$ cat src/rtl/core/avp_pkg.sv
// Shared types, constants and codes for the 2x2 average pooling stream block.
`default_nettype none
package avp_pkg;

	localparam int MAX_IN_WIDTH  = 64;
	localparam int MAX_IN_HEIGHT = 64;
	localparam int MAX_CHANNELS  = 16;
	localparam int LINE_DEPTH    = MAX_IN_WIDTH / 2;

	localparam int SAMPLE_W  = 8;
	localparam int AVG_W     = 6;
	localparam int SLOT_W    = $clog2(LINE_DEPTH);
	localparam int COL_W     = $clog2(MAX_IN_WIDTH);
	localparam int ROW_W     = $clog2(MAX_IN_HEIGHT);
	localparam int CH_W      = $clog2(MAX_CHANNELS);
	localparam int OWID_W    = 6;
	localparam int OHGT_W    = 6;
	localparam int CHCNT_W   = 5;
	localparam int CFG_IDX_W = 2;
	localparam int CFG_DAT_W = 6;

	localparam logic [CFG_IDX_W-1:0] CFG_OUT_WIDTH     = 2'd0;
	localparam logic [CFG_IDX_W-1:0] CFG_OUT_HEIGHT    = 2'd1;
	localparam logic [CFG_IDX_W-1:0] CFG_CHANNEL_COUNT = 2'd2;

	localparam logic OP_STORE = 1'b0;
	localparam logic OP_EMIT  = 1'b1;

	typedef struct packed {
		logic                op;
		logic [SLOT_W-1:0]   slot;
		logic [SAMPLE_W-1:0] pair;
		logic                last;
	} cmd_t;

	typedef struct packed {
		logic cmd_pop;
		logic emit_take;
		logic res_push;
		logic res_at_cap;
	} back_stat_t;

endpackage
`default_nettype wire

$ cat src/rtl/core/avp_front.sv
// Front end: configuration registers, raster counters and horizontal pair forming.
`default_nettype none
module avp_front
	import avp_pkg::*;
(
	input  wire logic                 clk,
	input  wire logic                 arst_n,
	input  wire logic                 cfg_write,
	input  wire logic [CFG_IDX_W-1:0] cfg_index,
	input  wire logic [CFG_DAT_W-1:0] cfg_data,
	input  wire logic                 accept,
	input  wire logic [SAMPLE_W-1:0]  sample,
	output logic                      cmd_push,
	output cmd_t                      cmd
);

	logic [OWID_W-1:0]   out_width_q;
	logic [OHGT_W-1:0]   out_height_q;
	logic [CHCNT_W-1:0]  channel_count_q;
	logic [SAMPLE_W-1:0] held_q;
	logic [COL_W-1:0]    col_q;
	logic [ROW_W-1:0]    row_q;
	logic [CH_W-1:0]     ch_q;

	logic [OWID_W-1:0]   w_lim;
	logic [OHGT_W-1:0]   h_lim;
	logic [CHCNT_W-1:0]  chans;
	logic [COL_W:0]      w_in;
	logic [ROW_W:0]      h_in;
	logic                last_col, last_row, last_ch;

	always_comb begin
		if (out_width_q == '0) begin
			w_lim = OWID_W'(1);
		end else if (out_width_q > OWID_W'(MAX_IN_WIDTH / 2)) begin
			w_lim = OWID_W'(MAX_IN_WIDTH / 2);
		end else begin
			w_lim = out_width_q;
		end
		if (out_height_q == '0) begin
			h_lim = OHGT_W'(1);
		end else if (out_height_q > OHGT_W'(MAX_IN_HEIGHT / 2)) begin
			h_lim = OHGT_W'(MAX_IN_HEIGHT / 2);
		end else begin
			h_lim = out_height_q;
		end
		if (channel_count_q == '0) begin
			chans = CHCNT_W'(1);
		end else if (channel_count_q > CHCNT_W'(MAX_CHANNELS)) begin
			chans = CHCNT_W'(MAX_CHANNELS);
		end else begin
			chans = channel_count_q;
		end
	end

	assign w_in     = {w_lim, 1'b0};
	assign h_in     = {h_lim, 1'b0};
	assign last_col = ({1'b0, col_q} + (COL_W + 1)'(1)) >= w_in;
	assign last_row = ({1'b0, row_q} + (ROW_W + 1)'(1)) >= h_in;
	assign last_ch  = (CHCNT_W'(ch_q) + CHCNT_W'(1)) >= chans;

	// Only the odd column of a pair produces work for the back end.
	assign cmd_push  = accept && col_q[0];
	assign cmd.op    = row_q[0] ? OP_EMIT : OP_STORE;
	assign cmd.slot  = col_q[COL_W-1:1];
	assign cmd.pair  = held_q + sample;
	assign cmd.last  = last_col && last_row && last_ch;

	always_ff @(posedge clk or negedge arst_n) begin
		if (!arst_n) begin
			out_width_q     <= OWID_W'(32);
			out_height_q    <= OHGT_W'(32);
			channel_count_q <= CHCNT_W'(16);
		end else if (cfg_write) begin
			case (cfg_index)
				CFG_OUT_WIDTH:     out_width_q     <= cfg_data[OWID_W-1:0];
				CFG_OUT_HEIGHT:    out_height_q    <= cfg_data[OHGT_W-1:0];
				CFG_CHANNEL_COUNT: channel_count_q <= cfg_data[CHCNT_W-1:0];
				default: ;
			endcase
		end
	end

	always_ff @(posedge clk or negedge arst_n) begin
		if (!arst_n) begin
			held_q <= '0;
			col_q  <= '0;
			row_q  <= '0;
			ch_q   <= '0;
		end else if (accept) begin
			if (!col_q[0]) begin
				held_q <= sample;
			end
			if (last_col) begin
				col_q <= '0;
				if (last_row) begin
					row_q <= '0;
					ch_q  <= last_ch ? '0 : ch_q + CH_W'(1);
				end else begin
					row_q <= row_q + ROW_W'(1);
				end
			end else begin
				col_q <= col_q + COL_W'(1);
			end
		end
	end

endmodule
`default_nettype wire

$ cat src/rtl/core/avp_cmd_q.sv
// Two-entry command queue between the front end and the back end.
`default_nettype none
module avp_cmd_q
	import avp_pkg::*;
(
	input  wire logic clk,
	input  wire logic arst_n,
	input  wire logic push,
	input  cmd_t      din,
	input  wire logic pop,
	output cmd_t      head,
	output logic      empty,
	output logic      full
);

	cmd_t       ent_q [2];
	logic [1:0] cnt_q;
	logic       wr_q, rd_q;
	logic       do_push, do_pop;

	assign full    = cnt_q == 2'd2;
	assign empty   = cnt_q == 2'd0;
	assign do_push = push && !full;
	assign do_pop  = pop && !empty;
	assign head    = ent_q[rd_q];

	always_ff @(posedge clk or negedge arst_n) begin
		if (!arst_n) begin
			cnt_q <= '0;
			wr_q  <= 1'b0;
			rd_q  <= 1'b0;
		end else begin
			if (do_push) begin
				wr_q <= ~wr_q;
			end
			if (do_pop) begin
				rd_q <= ~rd_q;
			end
			if (do_push && !do_pop) begin
				cnt_q <= cnt_q + 2'd1;
			end else if (do_pop && !do_push) begin
				cnt_q <= cnt_q - 2'd1;
			end
		end
	end

	always_ff @(posedge clk) begin
		if (do_push) begin
			ent_q[wr_q] <= din;
		end
	end

endmodule
`default_nettype wire

$ cat src/rtl/core/avp_back.sv
// Back end: pair-sum line store, vertical add and the result queue.
`default_nettype none
module avp_back
	import avp_pkg::*;
(
	input  wire logic        clk,
	input  wire logic        arst_n,
	input  cmd_t             head,
	input  wire logic        cmd_empty,
	output logic             cmd_pop,
	input  wire logic        pop,
	output logic             empty,
	output logic [AVG_W-1:0] average,
	output logic             frame_last,
	output back_stat_t       stat
);

	localparam int RES_DEPTH = 4;
	localparam int RES_PW    = $clog2(RES_DEPTH);

	logic [SAMPLE_W-1:0] line_q [LINE_DEPTH];
	logic [SAMPLE_W-1:0] above_s1, pair_s1;
	logic                last_s1, valid_s1;

	logic [AVG_W-1:0]  res_avg_q  [RES_DEPTH];
	logic              res_last_q [RES_DEPTH];
	logic [RES_PW-1:0] res_wr_q, res_rd_q;
	logic [RES_PW:0]   res_cnt_q;

	logic                room, take, emit_take, res_pop, res_push;
	logic [SAMPLE_W-1:0] sum4;

	// An emit reserves a result entry while it sits in the read stage.
	assign room      = (res_cnt_q + (RES_PW + 1)'(valid_s1)) < (RES_PW + 1)'(RES_DEPTH);
	assign take      = !cmd_empty && (head.op == OP_STORE || room);
	assign emit_take = take && head.op == OP_EMIT;
	assign cmd_pop   = take;

	assign res_push = valid_s1;
	assign res_pop  = pop && !empty;
	assign sum4     = above_s1 + pair_s1;

	assign empty      = res_cnt_q == '0;
	assign average    = res_avg_q[res_rd_q];
	assign frame_last = res_last_q[res_rd_q];

	assign stat.cmd_pop    = take;
	assign stat.emit_take  = emit_take;
	assign stat.res_push   = res_push;
	assign stat.res_at_cap = res_cnt_q == (RES_PW + 1)'(RES_DEPTH);

	always_ff @(posedge clk) begin
		if (take && head.op == OP_STORE) begin
			line_q[head.slot] <= head.pair;
		end
		if (emit_take) begin
			above_s1 <= line_q[head.slot];
			pair_s1  <= head.pair;
			last_s1  <= head.last;
		end
		if (res_push) begin
			res_avg_q[res_wr_q]  <= sum4[SAMPLE_W-1:2];
			res_last_q[res_wr_q] <= last_s1;
		end
	end

	always_ff @(posedge clk or negedge arst_n) begin
		if (!arst_n) begin
			valid_s1  <= 1'b0;
			res_wr_q  <= '0;
			res_rd_q  <= '0;
			res_cnt_q <= '0;
		end else begin
			valid_s1 <= emit_take;
			if (res_push) begin
				res_wr_q <= res_wr_q + RES_PW'(1);
			end
			if (res_pop) begin
				res_rd_q <= res_rd_q + RES_PW'(1);
			end
			if (res_push && !res_pop) begin
				res_cnt_q <= res_cnt_q + (RES_PW + 1)'(1);
			end else if (res_pop && !res_push) begin
				res_cnt_q <= res_cnt_q - (RES_PW + 1)'(1);
			end
		end
	end

endmodule
`default_nettype wire

$ cat src/rtl/core/avg_pool_2x2_stream_top.sv
// Top level of the streaming 2x2 stride-2 average pooling block.
`default_nettype none
// Samples are unsigned 4.4 bytes in channel, row, column raster order, one
// request per clock at most; the block sustains one sample per cycle while
// full is low. A request is taken when push is high and full is low. For
// each 2x2 window the four samples are added modulo 256 and the sum shifted
// right by two gives the 6-bit average; frame_last marks the final result
// of the last row of the last channel. A result is registered through the
// command queue, the read stage and the result queue before it shows on
// average/frame_last, and stays there until popped. The
// front end counts columns, rows and channels against the configured sizes
// (clamped into their legal ranges, zero acting as one) and forms the sum of
// each horizontal pair. A two-entry command queue decouples it from the back
// end, which keeps a 32-entry line of pair sums from the even input row,
// adds the odd row on top and drains results through a four-entry output
// queue. Configuration writes take effect on the next edge and should only
// be issued while the block is idle; the counters are not cleared by them.
module avg_pool_2x2_stream_top
	import avp_pkg::*;
(
	input  wire logic                 clk,
	input  wire logic                 arst_n,
	input  wire logic                 cfg_write,
	input  wire logic [CFG_IDX_W-1:0] cfg_index,
	input  wire logic [CFG_DAT_W-1:0] cfg_data,
	input  wire logic                 push,
	output logic                      full,
	input  wire logic [SAMPLE_W-1:0]  sample,
	output logic                      empty,
	input  wire logic                 pop,
	output logic [AVG_W-1:0]          average,
	output logic                      frame_last
);

	logic       accept;
	logic       cmd_push, cmd_pop, cmd_empty, cmd_full;
	cmd_t       cmd, cmd_head;
	back_stat_t stat;

	// The input side stalls only when the command queue is full.
	assign full   = cmd_full;
	assign accept = push && !cmd_full;

	avp_front u_front (
		.clk       (clk),
		.arst_n    (arst_n),
		.cfg_write (cfg_write),
		.cfg_index (cfg_index),
		.cfg_data  (cfg_data),
		.accept    (accept),
		.sample    (sample),
		.cmd_push  (cmd_push),
		.cmd       (cmd)
	);

	avp_cmd_q u_cmd_q (
		.clk    (clk),
		.arst_n (arst_n),
		.push   (cmd_push),
		.din    (cmd),
		.pop    (cmd_pop),
		.head   (cmd_head),
		.empty  (cmd_empty),
		.full   (cmd_full)
	);

	avp_back u_back (
		.clk        (clk),
		.arst_n     (arst_n),
		.head       (cmd_head),
		.cmd_empty  (cmd_empty),
		.cmd_pop    (cmd_pop),
		.pop        (pop),
		.empty      (empty),
		.average    (average),
		.frame_last (frame_last),
		.stat       (stat)
	);

	// The front end never hands a command to a full queue.
	assert property (@(posedge clk) disable iff (!arst_n) cmd_push |-> !cmd_full)
		else $error("command pushed into a full queue");

	// The back end only consumes commands that are present.
	assert property (@(posedge clk) disable iff (!arst_n) stat.cmd_pop |-> !cmd_empty)
		else $error("command popped from an empty queue");

	// The reservation in the back end keeps the result queue from overflowing.
	assert property (@(posedge clk) disable iff (!arst_n)
		stat.res_push |-> !stat.res_at_cap)
		else $error("result written into a full result queue");

	// Every accepted emit lands in the result queue in the following cycle.
	assert property (@(posedge clk) disable iff (!arst_n) stat.emit_take |=> stat.res_push)
		else $error("emit command lost in the read stage");

endmodule
`default_nettype wire

$ cat config.mk
export PLATFORM = sky130hd
export DESIGN_NAME = avg_pool_2x2_stream_top
export DESIGN_NICKNAME = d
export VERILOG_FILES = /design/src/rtl/core/avp_pkg.sv /design/src/rtl/core/avp_front.sv /design/src/rtl/core/avp_cmd_q.sv /design/src/rtl/core/avp_back.sv /design/src/rtl/core/avg_pool_2x2_stream_top.sv
export SDC_FILE = /design/constraint.sdc
export NUM_CORES = 1
export LEC_CHECK = 0
export BUFFER_PORTS_ARGS = -buffer_cell sky130_fd_sc_hd__buf_2
export CORE_ASPECT_RATIO = 0.5
export CORE_MARGIN = 1.5
export CORE_UTILIZATION = 40
export DETAILED_ROUTE_END_ITERATION = 7
export PLACE_DENSITY = 0.65
export SYNTH_ARGS = -nofsm -noshare
export SYNTH_HDL_FRONTEND = slang
export SYNTH_SLANG_ARGS = --single-unit
$ cat constraint.sdc
create_clock -name clk -period 2.58 [get_ports clk]
set_input_delay 0.645 -clock clk [delete_from_list [all_inputs] [get_ports clk]]
set_output_delay 0.645 -clock clk [all_outputs]
set_load 0.02 [all_outputs]
# After elaboration in Yosys (flattened, before gate mapping)
# Memories as Yosys holds them, arrays and structs flattened. A register that Yosys moved wholly into a read port is not among the register bits.
# Index checks and enable logic that the tools add are counted.
[op_classes]
n_addsub = 15
n_lt_le_gt_ge = 7
n_eq_ne = 3
mux = 20
n_bitwise = 4
reduce_logical = 36
[ops]
columns = ["operator", "count"]
rows = [
  ["2-to-1 mux 6 bit", 6],
  ["adder 8 bit", 2],
  ["adder 6 x 1 -> 7 bit (second input constant)", 2],
  ["greater-or-equal comparator 7 bit", 2],
  ["logical AND 1 bit", 14],
  ["adder 6 x 1 -> 6 bit (second input constant)", 2],
  ["> comparator 6 bit (second input constant)", 2],
  ["zero test 6 bit", 2],
  ["2-to-1 mux 5 bit", 2],
  ["AND reduction 2 bit", 5],
  ["zero test 1 bit", 7],
  ["2-to-1 mux 1 bit", 7],
  ["adder 2 x 1 -> 2 bit (second input constant)", 3],
  ["2-to-1 mux 3 bit", 2],
  ["adder 4 x 1 -> 5 bit (second input constant)", 1],
  ["greater-or-equal comparator 5 bit", 1],
  ["> comparator 5 bit (second input constant)", 1],
  ["zero test 5 bit", 1],
  ["adder 4 x 1 -> 4 bit (second input constant)", 1],
  ["== test 2 bit (second input constant)", 2],
  ["zero test 2 bit", 2],
  ["2-to-1 mux 2 bit", 2],
  ["2-to-1 mux 4 bit", 1],
  ["NOT 1 bit", 4],
  ["other kinds (10)", 11],
]
[word_totals]
ff_bits = 62
mem_bits_rw = 314
word_cells = 105
n_memories = 4
[memory_table]
columns = ["name", "words", "width", "read_ports", "rd_clocked_by_memory_dff", "write_ports", "line", "text"]
rows = [
  ["u_back.line_q", 32, 8, 1, 1, 1, "avp_back.sv:21", "logic [SAMPLE_W-1:0] line_q [LINE_DEPTH];"],
  ["u_cmd_q.ent_q", 2, 15, 1, 0, 1, "avp_cmd_q.sv:16", "cmd_t ent_q [2];"],
  ["u_back.res_avg_q", 4, 6, 1, 0, 1, "avp_back.sv:25", "logic [AVG_W-1:0] res_avg_q [RES_DEPTH];"],
  ["u_back.res_last_q", 4, 1, 1, 0, 1, "avp_back.sv:26", "logic res_last_q [RES_DEPTH];"],
]

# Depth between registers and ports, before layout
[logic_depth]
ltp_word = 9
depth_mapped = 12
depth_no_buf = 10

# By module
# Synthesis repeated with hierarchy kept, for this count alone.
[unflattened]
hier_cells = 1023
area_unflattened_um2 = 16286.9
[modules_own_cells]
columns = ["module", "n_inst", "cells_per_inst", "area_per_inst_um2", "seq_area_each_um2"]
rows = [
  ["avp_back", 1, 698, 12305.6, 9238.9],
  ["avp_front", 1, 258, 2636.3, 1029.7],
  ["avp_cmd_q", 1, 66, 1331.3, 1001.0],
  ["avg_pool_2x2_stream_top", 1, 1, 13.8, 0.0],
]

# Worst setup path before layout
# No wires, ideal clock.
[synth_timing]
path_kind = "reg-to-reg"
startpoint = "register u_front.col_q[1]"
endpoint = "register u_front.row_q[2]"
setup_ps = 129
arrival_ps = 2171
required_time_ps = 2451
setup_slack_ps = 280
path_stages_with_launch = 11
n_path_buf = 1
period_less_slack_ps = 2300
cell_sequence = "dfrtp_1 > ha_1 > nand3_1 > xnor2_1 > ha_1 > nand4_1 > o211ai_1 > nand2_1 > clkbuf_1 > o21ai_0 > o21ai_0"
[synth_between]
elab_chain_len = 3
[synth_rtl]
columns = ["item", "line", "text"]
rows = [
  ["from (decl)", "avp_front.sv:21", "logic [COL_W-1:0] col_q;"],
  ["from (signal assigned)", "avp_front.sv:103", "col_q <= col_q + COL_W'(1);"],
  ["adder 6 x 1 -> 7 bit", "avp_front.sv:58", "assign last_col = ({1'b0, col_q} + (COL_W + 1)'(1)) >= w_in;"],
  ["greater-or-equal comparator 7 bit", "avp_front.sv:58", ""],
  ["AND reduction 2 bit (no line)", "-", ""],
  ["to (signal assigned)", "avp_front.sv:100", "row_q <= row_q + ROW_W'(1);"],
  ["to (decl)", "avp_front.sv:22", "logic [ROW_W-1:0] row_q;"],
]
# Every way passes these cells.
# A chain may end at the register's enable or synchronous reset.

# Worst setup path after layout
[layout_timing]
startpoint = "register u_cmd_q.rd_q"
endpoint = "register u_back.above_s1[4], read port of u_back.line_q (data pin)"
[layout_between]
elab_chain_len = 5
[layout_rtl]
columns = ["item", "line", "text"]
rows = [
  ["from (decl)", "avp_cmd_q.sv:18", "logic wr_q, rd_q;"],
  ["from (signal assigned)", "avp_cmd_q.sv:37", "rd_q <= ~rd_q;"],
  ["memory read (2 x 15 bit) (*)", "-", ""],
  ["NOT 1 bit", "avp_back.sv:35", "assign take = !cmd_empty && (head.op == OP_STORE || room);"],
  ["logical OR 1 bit", "avp_back.sv:35", ""],
  ["logical AND 1 bit", "avp_back.sv:35", ""],
  ["logical AND 1 bit", "avp_back.sv:36", "assign emit_take = take && head.op == OP_EMIT;"],
  ["to (decl)", "avp_back.sv:22", "logic [SAMPLE_W-1:0] above_s1, pair_s1;"],
]
# Every way passes the cells marked *; elsewhere a longest branch is shown, timed or not.

==> results_dict.tcl <==
set metrics [dict create \
    cts_root_buf "clkbuf_16" \
    grt_use_total_pct 16.9 \
    first_pass_iters 5 \
    grt_pass1_vias 8962 \
    p_per_area_nw_per_um2 1100 \
    syn_inst 935 \
    rows 51 \
    cts.clk_slew.worst_paths_ns 0.06 \
    gr-total-overflow 0 \
    grt_pass1_wl_um 51800 \
    yosysWarningCount 0 \
    critPathCaptureType "flip-flop" \
    dieArea_um2 40900 \
    synth_area_leader_cell "edfxtp_1" \
    synthTopCellsByArea "edfxtp_1, dfrtp_1, mux4_2" \
    synth_top_cell_area_share_pct 62.8 \
    synth_edf_count 331 \
    syn_area_um2 15800 \
    ant_nets 0 \
    cts.sinks 384 \
    async_flop_share_pct 13.8 \
    worstPathRequired_ns 2.84 \
    cts_inserted_buffers 36 \
    ir_worst_vdd_mv 0.438 \
    ys_seq_elements 384 \
    layout_common_cells "edfxtp_1, buf_4, nor2_1" \
    viasPerCell 5.42 \
    power_leakage_nw 6.46 \
    top_layer "met4" \
    worst_pin_slew_ns 0.776 \
    area_growth_pct 16.7 \
    met3_wirelength_um 2830 \
    routed_wl_um 34400 \
    final_max_slew_viol_count 0 \
    core_area_um2 38900 \
    syn-num-nets 997 \
    max_freq_mhz 404 \
    p_total_w 0.0202 \
    relSlewSlack_pct 48.3 \
    synth_cell_type_count 52 \
    io_pins 30 \
    hold_class "in -> reg" \
    dieHeight_um 144 \
    design_area_um2 18500 \
    dr_wl_met2_um 16600 \
    outcome "finished clean" \
    vias 8808 \
    clkLatencyLatePin_ns 0.54 \
    cts_max_path_buffers 3 \
    grt_max_degree 35 \
    crit_arrival_ns 2.73 \
    ys.flop_type "edfxtp_1" \
    drt_iter0_drc 589 \
    nNetsFinal 1129 \
    drcViolationCount 0 \
    finalClockSkew_ns 0.0225 \
    initial_core_util_pct 40.7 \
    avgSynthCellArea_um2 16.9 \
    final_core_util_pct 47.5 \
    max_cap_viol_count 0 \
    port_buffers 29 \
    worstPathMaxFanout 11 \
    cts_tree "yes" \
    grt_antenna_before_repair 1 \
    hpwl_um 23400 \
    final_common_cell "edfxtp_1" \
    route.detailed.wl_per_inst_um 21.2 \
    n_fill_cell 3259 \
    h-tree-depth 2 \
    fin_setup_tns_ns 0 \
    min_period_ns 2.47 \
    wl_met1_um 14100 \
    gp_congestion 0.848 \
    setup_viol 0 \
    hold_viol_final 0 \
    critPathLaunchType "flip-flop" \
    fin_crit_sh_pct 95.9 \
    drive_above_1_share_pct 25.8 \
    critPathKind "reg -> reg" \
    die_w_um 284 \
    ys_seq_area_share_pct 71.2 \
    place_area_um2 17200 \
]
-- routing by layer --
| layer | GRT usage, % | up-vias |
|---|---|---|
| li1 | - | 3944 |
| met1 | 21.8 | 4468 |
| met2 | 27.8 | 335 |
| met3 | 4.19 | 61 |
| met4 | 6.33 | 0 |
| met5 | 0 | - |
-- final timing paths --
check,startpoint,end,slack [ns],depth (start not counted)
min,cfg_data[5],u_front.out_width_q[5]$_DFFE_PN1P_,0.37,3
max in group asynchronous,arst_n,u_front.out_height_q[5]$_DFFE_PN1P_,1.28,3
max reg2reg,u_cmd_q.rd_q$_DFFE_PN0P_,u_back.above_s1[4]$_DFFE_PP_,0.11,7
min in group asynchronous,arst_n,u_back.res_rd_q[0]$_DFFE_PN0P_,0.55,2
min reg2reg,u_cmd_q.wr_q$_DFFE_PN0P_,u_cmd_q.wr_q$_DFFE_PN0P_,0.50,1
max,u_cmd_q.rd_q$_DFFE_PN0P_,u_back.above_s1[4]$_DFFE_PP_,0.11,7
-- report_power, final --
group | switching [W] | internal, W | total, W | leakage [nW]
sequential | 0.000491 | 0.00843 | 0.00892 | 3.63
clock | 0.00222 | 0.00290 | 0.00512 | 0.551
combinational | 0.00366 | 0.00255 | 0.00621 | 2.27
-- metrics by stage --
step,cells,hold slack [ns],setup WS (ns)
6_report,1625,0.367,0.106
5_1_grt,1624,0.357,-0.0171
4_1_cts,1618,0.345,0.0169
3_5_place_dp,1548,0.487,-0.112
3_3_place_gp,1548,0.477,-0.0672
2_1_floorplan,935,0.349,0.280
-- layout make-up --
cell class	count	area (um^2)	share of cell area (%)
flip-flops and latches	384	11300	61.0
clock inverters	19	151	0.820
inverters	20	75.1	0.406
diodes	1	2.50	0.0135
repair buffers	120	868	4.70
multi-input cells	505	4460	24.1
clock buffers	46	980	5.30
well taps	530	663	3.59
-- cells in the mapped netlist, drive strengths merged (4+ instances only) --
master	number
a22oi	40
edfxtp	331
o21ai	23
o211ai	4
ha	39
nor2	62
xor2	14
dfrtp	50
buf	19
nor3	9
and2	9
nand3b	6
a21oi	32
mux2i	16
inv	20
nand2b	17
nand2	50
o32ai	5
xnor2	20
mux4	50
nand4	5
o21a	4
o22ai	9
a2111oi	4
a21o	6
mux2	33
and3	4
clkbuf	7
nand3	14
-- registers in the layout (all words and copies together), names as in the netlist, 3 cells and up --
name                     flops
u_back.res_cnt_q             3
u_front.channel_count_q      5
u_back.above_s1              8
u_cmd_q.ent_q               30
u_front.out_height_q         6
u_front.held_q               8
u_front.col_q                6
u_back.pair_s1               8
u_back.res_last_q            4
u_front.row_q                6
u_front.out_width_q          6
u_back.res_avg_q            24
u_back.line_q              256
u_front.ch_q                 4
-- timing repair --
item                                    4_1_cts  5_1_grt
pin swaps                                     0        1
resized for setup                             3       15
hold buffers                                  1        0
endpoints found under the hold margin         8        0
buffers inserted                              4        6
endpoints found under the setup margin       13       19
-- cells by family (layout without fill, tap and decap cells) --
| kind of cell | after synthesis | count (layout) | share of synthesized area [%] |
|---|---|---|---|
| AND/OR/NAND/NOR | 188 | 188 | 5.65 |
| AO/OA/AOI/OAI | 143 | 143 | 6.18 |
| adder cells (fa/ha/maj) | 41 | 41 | 3.34 |
| buffers and inverters | 46 | 205 | 1.30 |
| other | 0 | 1 | 0 |
| XOR/XNOR | 34 | 34 | 1.88 |
| multiplexers | 99 | 99 | 10.5 |
| flip-flops | 384 | 384 | 71.2 |
-- critical path, stage by stage (launching register included) --
cell      delay [ns]
dfrtp_2         0.44
nand2b_4        0.17
and2_4          0.26
buf_4           0.18
buf_4           0.16
mux4_2          0.51
a22oi_1         0.33
nand4_1         0.15
No activity file was read; power rests on OpenSTA's default activity.
